`config.mk`:
```
export PLATFORM = sky130hd
export DESIGN_NAME = mf3x3_median9
export DESIGN_NICKNAME = d
export VERILOG_FILES = /design/src/rtl/mf3x3_median9.sv
export SDC_FILE = /design/constraint.sdc
export NUM_CORES = 1
export LEC_CHECK = 0
export BUFFER_PORTS_ARGS = -buffer_cell sky130_fd_sc_hd__buf_2
export CAP_MARGIN = 10
export CORE_MARGIN = 8
export CORE_UTILIZATION = 40
export DETAILED_ROUTE_END_ITERATION = 12
export REMOVE_ABC_BUFFERS = 1
export SYNTH_ARGS = -nofsm -noshare
export SYNTH_HDL_FRONTEND = slang
export SYNTH_SLANG_ARGS = --single-unit
```
`constraint.sdc`:
```
create_clock -name vclk -period 48.7
set_input_delay 4.87 -clock vclk [all_inputs]
set_output_delay 4.87 -clock vclk [all_outputs]
set_load 0.1 [all_outputs]
```
`src/rtl/mf3x3_median9.sv`:
```
module mf3x3_median9 (
   input  logic [8:0][7:0] samples,
   output logic [7:0]      median
);

   function automatic logic [7:0] min2(input logic [7:0] a, input logic [7:0] b);
      return (a < b) ? a : b;
   endfunction

   function automatic logic [7:0] max2(input logic [7:0] a, input logic [7:0] b);
      return (a > b) ? a : b;
   endfunction

   function automatic logic [7:0] med3(input logic [7:0] a, input logic [7:0] b,
                                       input logic [7:0] c);
      return max2(min2(a, b), min2(max2(a, b), c));
   endfunction

   logic [2:0][7:0] col_lo;
   logic [2:0][7:0] col_md;
   logic [2:0][7:0] col_hi;
   logic [7:0]      max_lo;
   logic [7:0]      med_md;
   logic [7:0]      min_hi;

   // sort each column, then median of (max of lows, median of mids, min of highs)
   always_comb begin
      for (int c = 0; c < 3; c++) begin
         col_lo[c] = min2(min2(samples[3*c], samples[3*c+1]), samples[3*c+2]);
         col_hi[c] = max2(max2(samples[3*c], samples[3*c+1]), samples[3*c+2]);
         col_md[c] = med3(samples[3*c], samples[3*c+1], samples[3*c+2]);
      end
      max_lo = max2(max2(col_lo[0], col_lo[1]), col_lo[2]);
      min_hi = min2(min2(col_hi[0], col_hi[1]), col_hi[2]);
      med_md = med3(col_md[0], col_md[1], col_md[2]);
      median = med3(max_lo, med_md, min_hi);
   end

endmodule

```
* Yosys cells after proc, flatten, opt, wreduce, memory -nomap -nowiden *
Index checks and enable logic that the tools add are counted.

storage, ports and cells
  bits in latches = 0
  ROM bits = 0
  bits in registers = 0
  logic and storage cells = 60
  memories = 0
  memory bits (writable) = 0
  input port bits = 72

cells by class
  bitwise operators = 0
  reductions and logical operators = 0
  multiply operators = 0
  divide/modulo/power cells = 0
  eq/ne operators = 0
  magnitude comparators = 30
  add/subtract/negate cells = 0
  shift-type cells = 0
  multiplexer cells = 30

operator list
  kind                        number
  8-bit 2-to-1 mux            30
  8-bit > comparator          15
  8-bit less-than comparator  15

* Longest topological paths before layout *
Gate-level depths: netlist (run 1).

  depth after elaboration = 18
  gate-level depth with buffers = 89
  gate-level depth less buffers = 82

* Worst setup path before layout (run 1) *
Ideal clock, no wire load.

  path type = input -> output
  from = in samples[33] (netlist name)
  to = out median[3]
  cell stages on the path = 84
  data required time = 43.830 ns
  buffers on the path = 7
  arrival = 22.435 ns
  setup slack = 21.395 ns
  cell sequence = inv_1 -> ha_1 -> nor2b_1 -> o211a_1 -> o21a_2 -> o21ai_1 -> mux2_2 -> ha_1 -> a21oi_1 -> a31oi_1 -> nor2_1 -> clkbuf_1 -> a21oi_1 -> ha_1 -> nand2_1 -> o21ai_0 -> nor2_1 -> o21a_1 -> (+48 left out) -> o21a_1 -> o2111ai_1 -> o21ai_0 -> or2_2 -> clkbuf_1 -> o21ai_1 -> o21ai_1 -> ha_1 -> nor2b_1 -> o21a_1 -> o21ai_0 -> nand2b_1 -> a21oi_1 -> o21ai_0 -> o21ai_0 -> inv_1 -> clkbuf_1 -> o31ai_1

on the way
  word-level cells in the longest chain between the ends = 18

RTL lines
  what                        line  RTL
  start: declaration          2     input logic [8:0][7:0] samples,
  8-bit > comparator          11    return (a > b) ? a : b;
  8-bit 2-to-1 mux            11
  8-bit less-than comparator  7     return (a < b) ? a : b;
  8-bit 2-to-1 mux            7
  8-bit > comparator          11
  8-bit 2-to-1 mux            11
  8-bit > comparator          11
  8-bit 2-to-1 mux            11
  (+2 left out)               -
  8-bit > comparator          11
  8-bit 2-to-1 mux            11
  8-bit > comparator          11
  8-bit 2-to-1 mux            11
  8-bit less-than comparator  7
  8-bit 2-to-1 mux            7
  8-bit > comparator          11
  8-bit 2-to-1 mux (*)        11
  end: declaration            3     output logic [7:0] median

Mark *: on every way between the ends. The rest lies on a longest branch, timed or not.

* Worst setup path after layout (run 1) *
  from = in samples[33] (netlist name)
  to = out median[2]

The elaborated chain is that of the path after synthesis.

==> impl_metrics.env, run 1 <==
export IMPL_place_congestion=0.902
export IMPL_first_pass_iters=5
export IMPL_wl_per_cell_um=16.2
export IMPL_crit_type="input pin to output pin"
export IMPL_synth_top_cell_by_area="ha_1"
export IMPL_grt_pass1_vias=7028
export IMPL_final_nets=1330
export IMPL_grt_pass1_wl_um=34200
export IMPL_pin_count=80
export IMPL_drt_vias_per_instance=5.63
export IMPL_nFlopsAndLatches=0
export IMPL_grt_max_degree=18
export IMPL_drv_cap=0
export IMPL_vias=7447
export IMPL_synth_seq_area_share_pct=0
export IMPL_placed_cell_area_um2=7800
export IMPL_hold_viol=0
export IMPL_grt_use_total_pct=18.3
export IMPL_met2WireLength_um=9710
export IMPL_fillers=1889
export IMPL_finish_instance_area_um2=7800
export IMPL_synth_cells=1034
export IMPL_rows=49
export IMPL_outcome="complete, no violations"
export IMPL_antenna_cells=0
export IMPL_io_buffers=80
export IMPL_cts_resized=0
export IMPL_hp_class="input pin to output pin"
export IMPL_seq_area_um2=0
export IMPL_multiInputGateArea_um2=6650
export IMPL_cp_arrival_ps=23100
export IMPL_endpoint_kind="output pin"
export IMPL_synth_common_cells="ha_1 (162), inv_1 (113), a21oi_1 (102)"
export IMPL_postRouteAntennaNets=0
export IMPL_initial_utilization_pct=40.4
export IMPL_worst_slew_pin_slew_ps=1120
export IMPL_worst_setup_path_start_kind="input pin"
export IMPL_rsz0062_at_grt="false"
export IMPL_layout_drive_gt1_share_pct=13.7
export IMPL_synth_most_common_cell="ha_1"
export IMPL_area_delta_synth_final_pct=8.50
export IMPL_globalRoute_totalOverflow=0
export IMPL_yosys_top_cells_area="ha_1 (28%), mux2i_1 (8.2%), a21oi_1 (7.1%)"
export IMPL_endpoint="median[2]"
export IMPL_worstSetupStartpoint="samples[33]"
export IMPL_die_h_um=150
export IMPL_fin_crit_ps=27970
export IMPL_core_area_um2=17800
export IMPL_hpwl_um=18800
export IMPL_netlist_area_leader_share_pct=28.2
export IMPL_drc=0
export IMPL_finalCritPeriodShare_pct=57.4
export IMPL_wl_um=21400
export IMPL_synth_area_um2=7190
export IMPL_nClkBuffers=0
export IMPL_slew_headroom_pct=25.3
export IMPL_crit_required_ps=43830
export IMPL_yosys_warnings=0
export IMPL_fmax_mhz=35.8
export IMPL_die_width_um=150
export IMPL_antenna_found_initial=0
export IMPL_slew_violations=0
export IMPL_wl_met3_um=800
export IMPL_finalSetupViolations=0
export IMPL_cp_max_fo=15
export IMPL_fin_setup_tns_ps=0
export IMPL_avgSynthCellArea_um2=6.95
export IMPL_top_layer_used="met4"
export IMPL_ctsHoldBuffers=0
export IMPL_slowest_delay_ps=620
export IMPL_wl_met1_um=10600
export IMPL_post_cts_buffers=0
export IMPL_hold_ws_ps=10920
export IMPL_drt_iter0_drc=355
export IMPL_crit_top_cell="ha_1"
export IMPL_yosys_cell_types_count=70
export IMPL_crit_path_top_delay_cell="nor2_1"
export IMPL_dieArea_um2=22500
==> cells by family (layout without fill, tap and decap cells) <==
family | after synthesis | in the layout | synth area share [%]
adders and majority gates | 162 | 162 | 28.2
xor gates and xnor gates | 1 | 1 | 0.122
muxes | 97 | 97 | 14.2
buffers and inverters | 138 | 198 | 7.44
AOI/OAI and AO/OA | 340 | 340 | 30.3
and+or+nand+nor | 296 | 296 | 19.7
==> critical path, delay by kind of cell <==
family          cells  cell delay, ps
compound gates     44            8920
buf+inv             6            1130
fa+ha+maj           9            2640
simple gates       16            3970
mux                 4            1520
==> final cells by class <==
cell class         instances  area share, %
inverters                114           5.49
repair buffers            84           5.52
multi-input cells        896           85.3
well taps                229           3.68
==> layout by cell type (no fill, tap or decap), types with 12 or more instances in the layout <==
cell       n
nand3_1   18
o21a_1    27
nand2_1   93
a21o_1    24
mux2_2    37
inv_1    113
nand4_1   19
a21oi_1  102
buf_2     80
o21ai_0   88
nor2b_1   16
nor2_1    84
ha_1     162
mux2i_1   59
nor3_1    12
==> through the flow <==
stage               cells  utilization (%)  setup WS, ps
finish               1323             43.8         20730
detailed placement   1323             43.8         21070
global placement     1323             43.8         21310
CTS                  1323             43.8         21040
floorplan            1010                -         21800
global route         1323             43.8         19350
==> worst min path at each step <==
stage	depth (start not counted)	start	slack, ps	endpoint
after CTS	6	samples[65]	10890	median[1]
after global routing	6	samples[65]	10980	median[1]
after detailed placement	6	samples[65]	10880	median[1]
after global placement	6	samples[65]	10910	median[1]
after floorplan	7	samples[64]	10740	median[0]
final	6	samples[65]	10920	median[1]
==> metal layers <==
metal / vias to the layer above / track usage, %
met5: - / 0
met4: 0 / 2.50
met3: 16 / 0.635
met2: 157 / 32.0
met1: 3376 / 24.8
li1: 3898 / -
Power of run 1 is not shown: default switching activity piles up to over one toggle a cycle in this logic, so the estimate is an artifact.
==> run 2, diff against run 1 <==
clock period = 25.8 ns   (was 48.7 ns; I/O delays follow)
==> run 2 against run 1 <==
Against the previous run:
- non-clock buffer count unchanged
- via count about the same
- sequential cell count unchanged
- sequential share of layout area unchanged
==> impl_metrics.env, run 2 (synthesized netlist as in run 1, its figures left out) <==
export IMPL_outcome="complete, no violations"
export IMPL_cp_arrival_ps=20550
export IMPL_grt_pass1_vias=7054
export IMPL_slew_headroom_pct=24.2
export IMPL_slew_violations=0
export IMPL_worst_setup_path_start_kind="input pin"
export IMPL_crit_top_cell="ha_1"
export IMPL_nFlopsAndLatches=0
export IMPL_drc=0
export IMPL_final_instance_count_excl_fill=1323
export IMPL_rsz0062_at_grt="false"
export IMPL_fin_setup_tns_ps=0
export IMPL_worst_slew_pin_slew_ps=1140
export IMPL_area_delta_synth_final_pct=8.50
export IMPL_hold_viol=0
export IMPL_drt_iter0_drc=403
export IMPL_postRouteAntennaNets=0
export IMPL_antenna_found_initial=0
export IMPL_fmax_mhz=43.2
export IMPL_grt_pass1_wl_um=34800
export IMPL_cp_max_fo=15
export IMPL_hold_ws_ps=6310
export IMPL_drv_cap=0
export IMPL_place_congestion=0.906
export IMPL_final_nets=1330
export IMPL_finalCritPeriodShare_pct=89.6
export IMPL_slowest_delay_ps=610
export IMPL_crit_type="input pin to output pin"
export IMPL_antenna_cells=0
export IMPL_fin_crit_ps=23130
export IMPL_layout_drive_gt1_share_pct=13.7
export IMPL_grt_max_degree=18
export IMPL_crit_required_ps=23220
export IMPL_cts_resized=0
export IMPL_nClkBuffers=0
export IMPL_seq_area_um2=0
export IMPL_hp_class="input pin to output pin"
export IMPL_layout_common_cells="ha_1 (162), inv_1 (113), a21oi_1 (102)"
export IMPL_dieArea_um2=22500
export IMPL_io_buffers=80
export IMPL_core_area_um2=17800
export IMPL_post_cts_buffers=0
export IMPL_ctsHoldBuffers=0
export IMPL_hpwl_um=19000
export IMPL_endpoint_kind="output pin"
export IMPL_first_pass_iters=5
export IMPL_die_width_um=150
export IMPL_worstSetupStartpoint="samples[33]"
export IMPL_rows=49
export IMPL_initial_utilization_pct=40.4
export IMPL_hold_start="samples[65]"
export IMPL_crit_path_top_delay_cell="nor2_1"
export IMPL_wl_per_cell_um=16.3
export IMPL_globalRoute_totalOverflow=0
export IMPL_dp_cells=1323
export IMPL_vias=7448
export IMPL_finalSetupViolations=0
export IMPL_pin_count=80
export IMPL_drt_vias_per_instance=5.63
export IMPL_die_h_um=150
export IMPL_final_common_cell="ha_1"
export IMPL_grt_use_total_pct=18.6
export IMPL_wl_um=21500
## run 2: path summary, 6_finish.rpt
check	to	slack, ps	cells after the start
setup / recovery	median[5]	2670	79
hold / removal	median[1]	6310	6
## run 2: cell type report
class | instances | area (um^2)
Fill cell | 1882 | 9980
Multi-Input combinational cell | 896 | 6650
Timing Repair Buffer | 84 | 430
Inverter | 114 | 428
Tap cell | 229 | 287
## run 2: stage by stage
stage | setup WS (ps) | instance area [um^2] | utilization [%]
5_1_grt | 1030 | 7800 | 43.8
6_report | 2670 | 7800 | 43.8
2_1_floorplan | 3480 | 7080 | -
3_5_place_dp | 2810 | 7800 | 43.8
3_3_place_gp | 2990 | 7800 | 43.8
4_1_cts | 2810 | 7800 | 43.8
## run 2: routing by layer
| layer | part of all wire [%] | track usage, % | wire [um] | vias up |
|---|---|---|---|---|
| met4 | 1.2 | 2.10 | 263 | 0 |
| li1 | - | - | - | 3903 |
| met2 | 46 | 32.2 | 9840 | 174 |
| met1 | 48 | 25.4 | 10400 | 3359 |
| met3 | 4.7 | 1.15 | 1010 | 12 |
| met5 | 0 | 0 | 0 | - |
## run 2: critical path, delay by kind of cell
kind / cells / cell delay (ps)
AO/OA/AOI/OAI: 43 / 8710
AND/OR/NAND/NOR: 17 / 4000
adder cells (fa/ha/maj): 9 / 2630
multiplexers: 4 / 1520
buffers and inverters: 6 / 1100
Power of run 2 is left out for the same reason.
==> run 3, diff against run 2 <==
--- a/config.mk
+++ b/config.mk
@@ -9,2 +9,4 @@
 export CAP_MARGIN = 10
+export CELL_PAD_IN_SITES_DETAIL_PLACEMENT = 0
+export CELL_PAD_IN_SITES_GLOBAL_PLACEMENT = 1
 export CORE_MARGIN = 8
@@ -12,2 +14,3 @@
 export DETAILED_ROUTE_END_ITERATION = 12
+export PLACE_DENSITY_LB_ADDON = 0.1
 export REMOVE_ABC_BUFFERS = 1
==> constraint.sdc (replaced) <==
create_clock -name vclk -period 25.8
set_input_delay 2.58 -clock vclk [all_inputs]
set_output_delay 2.58 -clock vclk [all_outputs]
set_load 0.05 [all_outputs]
==> run 3 against run 2 <==
Against the previous run:
- via count fell by 0.70%
- die area unchanged
- cell area is the same
- core utilization unchanged
- critical endpoint is now median[6]
- worst setup slack improved by 39 ps
- sequential cell count stayed put
- hold slack improved by 30 ps
- clock-buffer cell count is the same
- first-iteration DRC count decreased by 23%
- cell count unchanged
==> impl_metrics.env, run 3 (synthesized netlist as in run 1, its figures left out) <==
export IMPL_pin_count=80
export IMPL_hold_viol=0
export IMPL_post_cts_buffers=0
export IMPL_drc=0
export IMPL_grt_pass1_vias=7125
export IMPL_ctsHoldBuffers=0
export IMPL_multiInputGateArea_um2=6650
export IMPL_crit_type="input pin to output pin"
export IMPL_worst_setup_path_start_kind="input pin"
export IMPL_fin_crit_ps=23090
export IMPL_crit_top_cell="ha_1"
export IMPL_vias=7396
export IMPL_slowest_delay_ps=740
export IMPL_holdPathEnd="median[4]"
export IMPL_globalRoute_totalOverflow=0
export IMPL_die_h_um=150
export IMPL_area_delta_synth_final_pct=8.50
export IMPL_endpoint_kind="output pin"
export IMPL_rows=49
export IMPL_grt_use_total_pct=19.3
export IMPL_hp_class="input pin to output pin"
export IMPL_nClkBuffers=0
export IMPL_worst_slew_pin_slew_ps=1150
export IMPL_crit_path_top_delay_cell="nor2_1"
export IMPL_hold_start="samples[68]"
export IMPL_core_area_um2=17800
export IMPL_fin_setup_tns_ps=0
export IMPL_dieArea_um2=22500
export IMPL_slew_violations=0
export IMPL_fmax_mhz=43.3
export IMPL_final_nets=1330
export IMPL_antenna_found_initial=0
export IMPL_layout_drive_gt1_share_pct=13.7
export IMPL_fillers=1927
export IMPL_drt_vias_per_instance=5.59
export IMPL_layout_common_cells="ha_1 (162), inv_1 (113), a21oi_1 (102)"
export IMPL_outcome="complete, no violations"
export IMPL_postRouteAntennaNets=0
export IMPL_final_common_cell="ha_1"
export IMPL_wl_per_cell_um=16.6
export IMPL_hpwl_um=19600
export IMPL_slew_headroom_pct=23.6
export IMPL_cp_arrival_ps=20510
export IMPL_initial_utilization_pct=40.4
export IMPL_finalSetupViolations=0
export IMPL_place_congestion=0.852
export IMPL_grt_max_degree=18
export IMPL_drv_cap=0
export IMPL_die_width_um=150
export IMPL_cts_resized=0
export IMPL_io_buffers=80
export IMPL_nFlopsAndLatches=0
export IMPL_cp_max_fo=17
export IMPL_seq_area_um2=0
export IMPL_grt_pass1_wl_um=35900
export IMPL_finalCritPeriodShare_pct=89.5
export IMPL_drt_iter0_drc=311
export IMPL_antenna_cells=0
export IMPL_first_pass_iters=5
export IMPL_crit_required_ps=23220
export IMPL_rsz0062_at_grt="false"
export IMPL_wl_um=21900
export IMPL_worstHoldPathCells=9
-- run 3: cell counts in the layout (fill, tap and decap cells not counted) --
No cell type changed its count.
-- run 3: layout make-up --
type | count | area share (%)
inverters | 114 | 5.49
multi-input cells | 896 | 85.3
well taps | 229 | 3.68
repair buffers | 84 | 5.52
-- run 3: critical path: cells and delay by family --
kind	cells	cell delay [ps]
adder cells (fa/ha/maj)	9	2480
multiplexers	5	2010
AO/OA/AOI/OAI	41	8320
buffers and inverters	7	990
AND/OR/NAND/NOR	17	4090
-- run 3: per-stage QoR --
step,area (um^2),instances,utilization [%],hold slack (ps),worst slack (ps)
global route,7800,1323,43.8,6450,751
global placement,7800,1323,43.8,6330,2910
detailed placement,7800,1323,43.8,6340,2800
floorplan,7080,1010,-,5960,4570
CTS,7800,1323,43.8,6340,2760
finish,7800,1323,43.8,6340,2710
-- run 3: worst max path at each step --
stage	from	endpoint	slack, ps	cells after the start
6_report	samples[9]	median[6]	2710	79
5_1_grt	samples[9]	median[2]	750	80
4_1_cts	samples[9]	median[2]	2760	79
3_5_place_dp	samples[9]	median[4]	2800	79
3_3_place_gp	samples[9]	median[2]	2910	79
2_1_floorplan	samples[9]	median[2]	4570	76
-- run 3: routing by layer --
layer | vias up | track usage (%) | wire, um
met2 | 117 | 32.5 | 9790
li1 | 3915 | - | -
met1 | 3346 | 26.6 | 11000
met3 | 18 | 1.63 | 780
met4 | 0 | 2.65 | 336
met5 | - | 0 | 0
Power of run 3 is left out for the same reason.
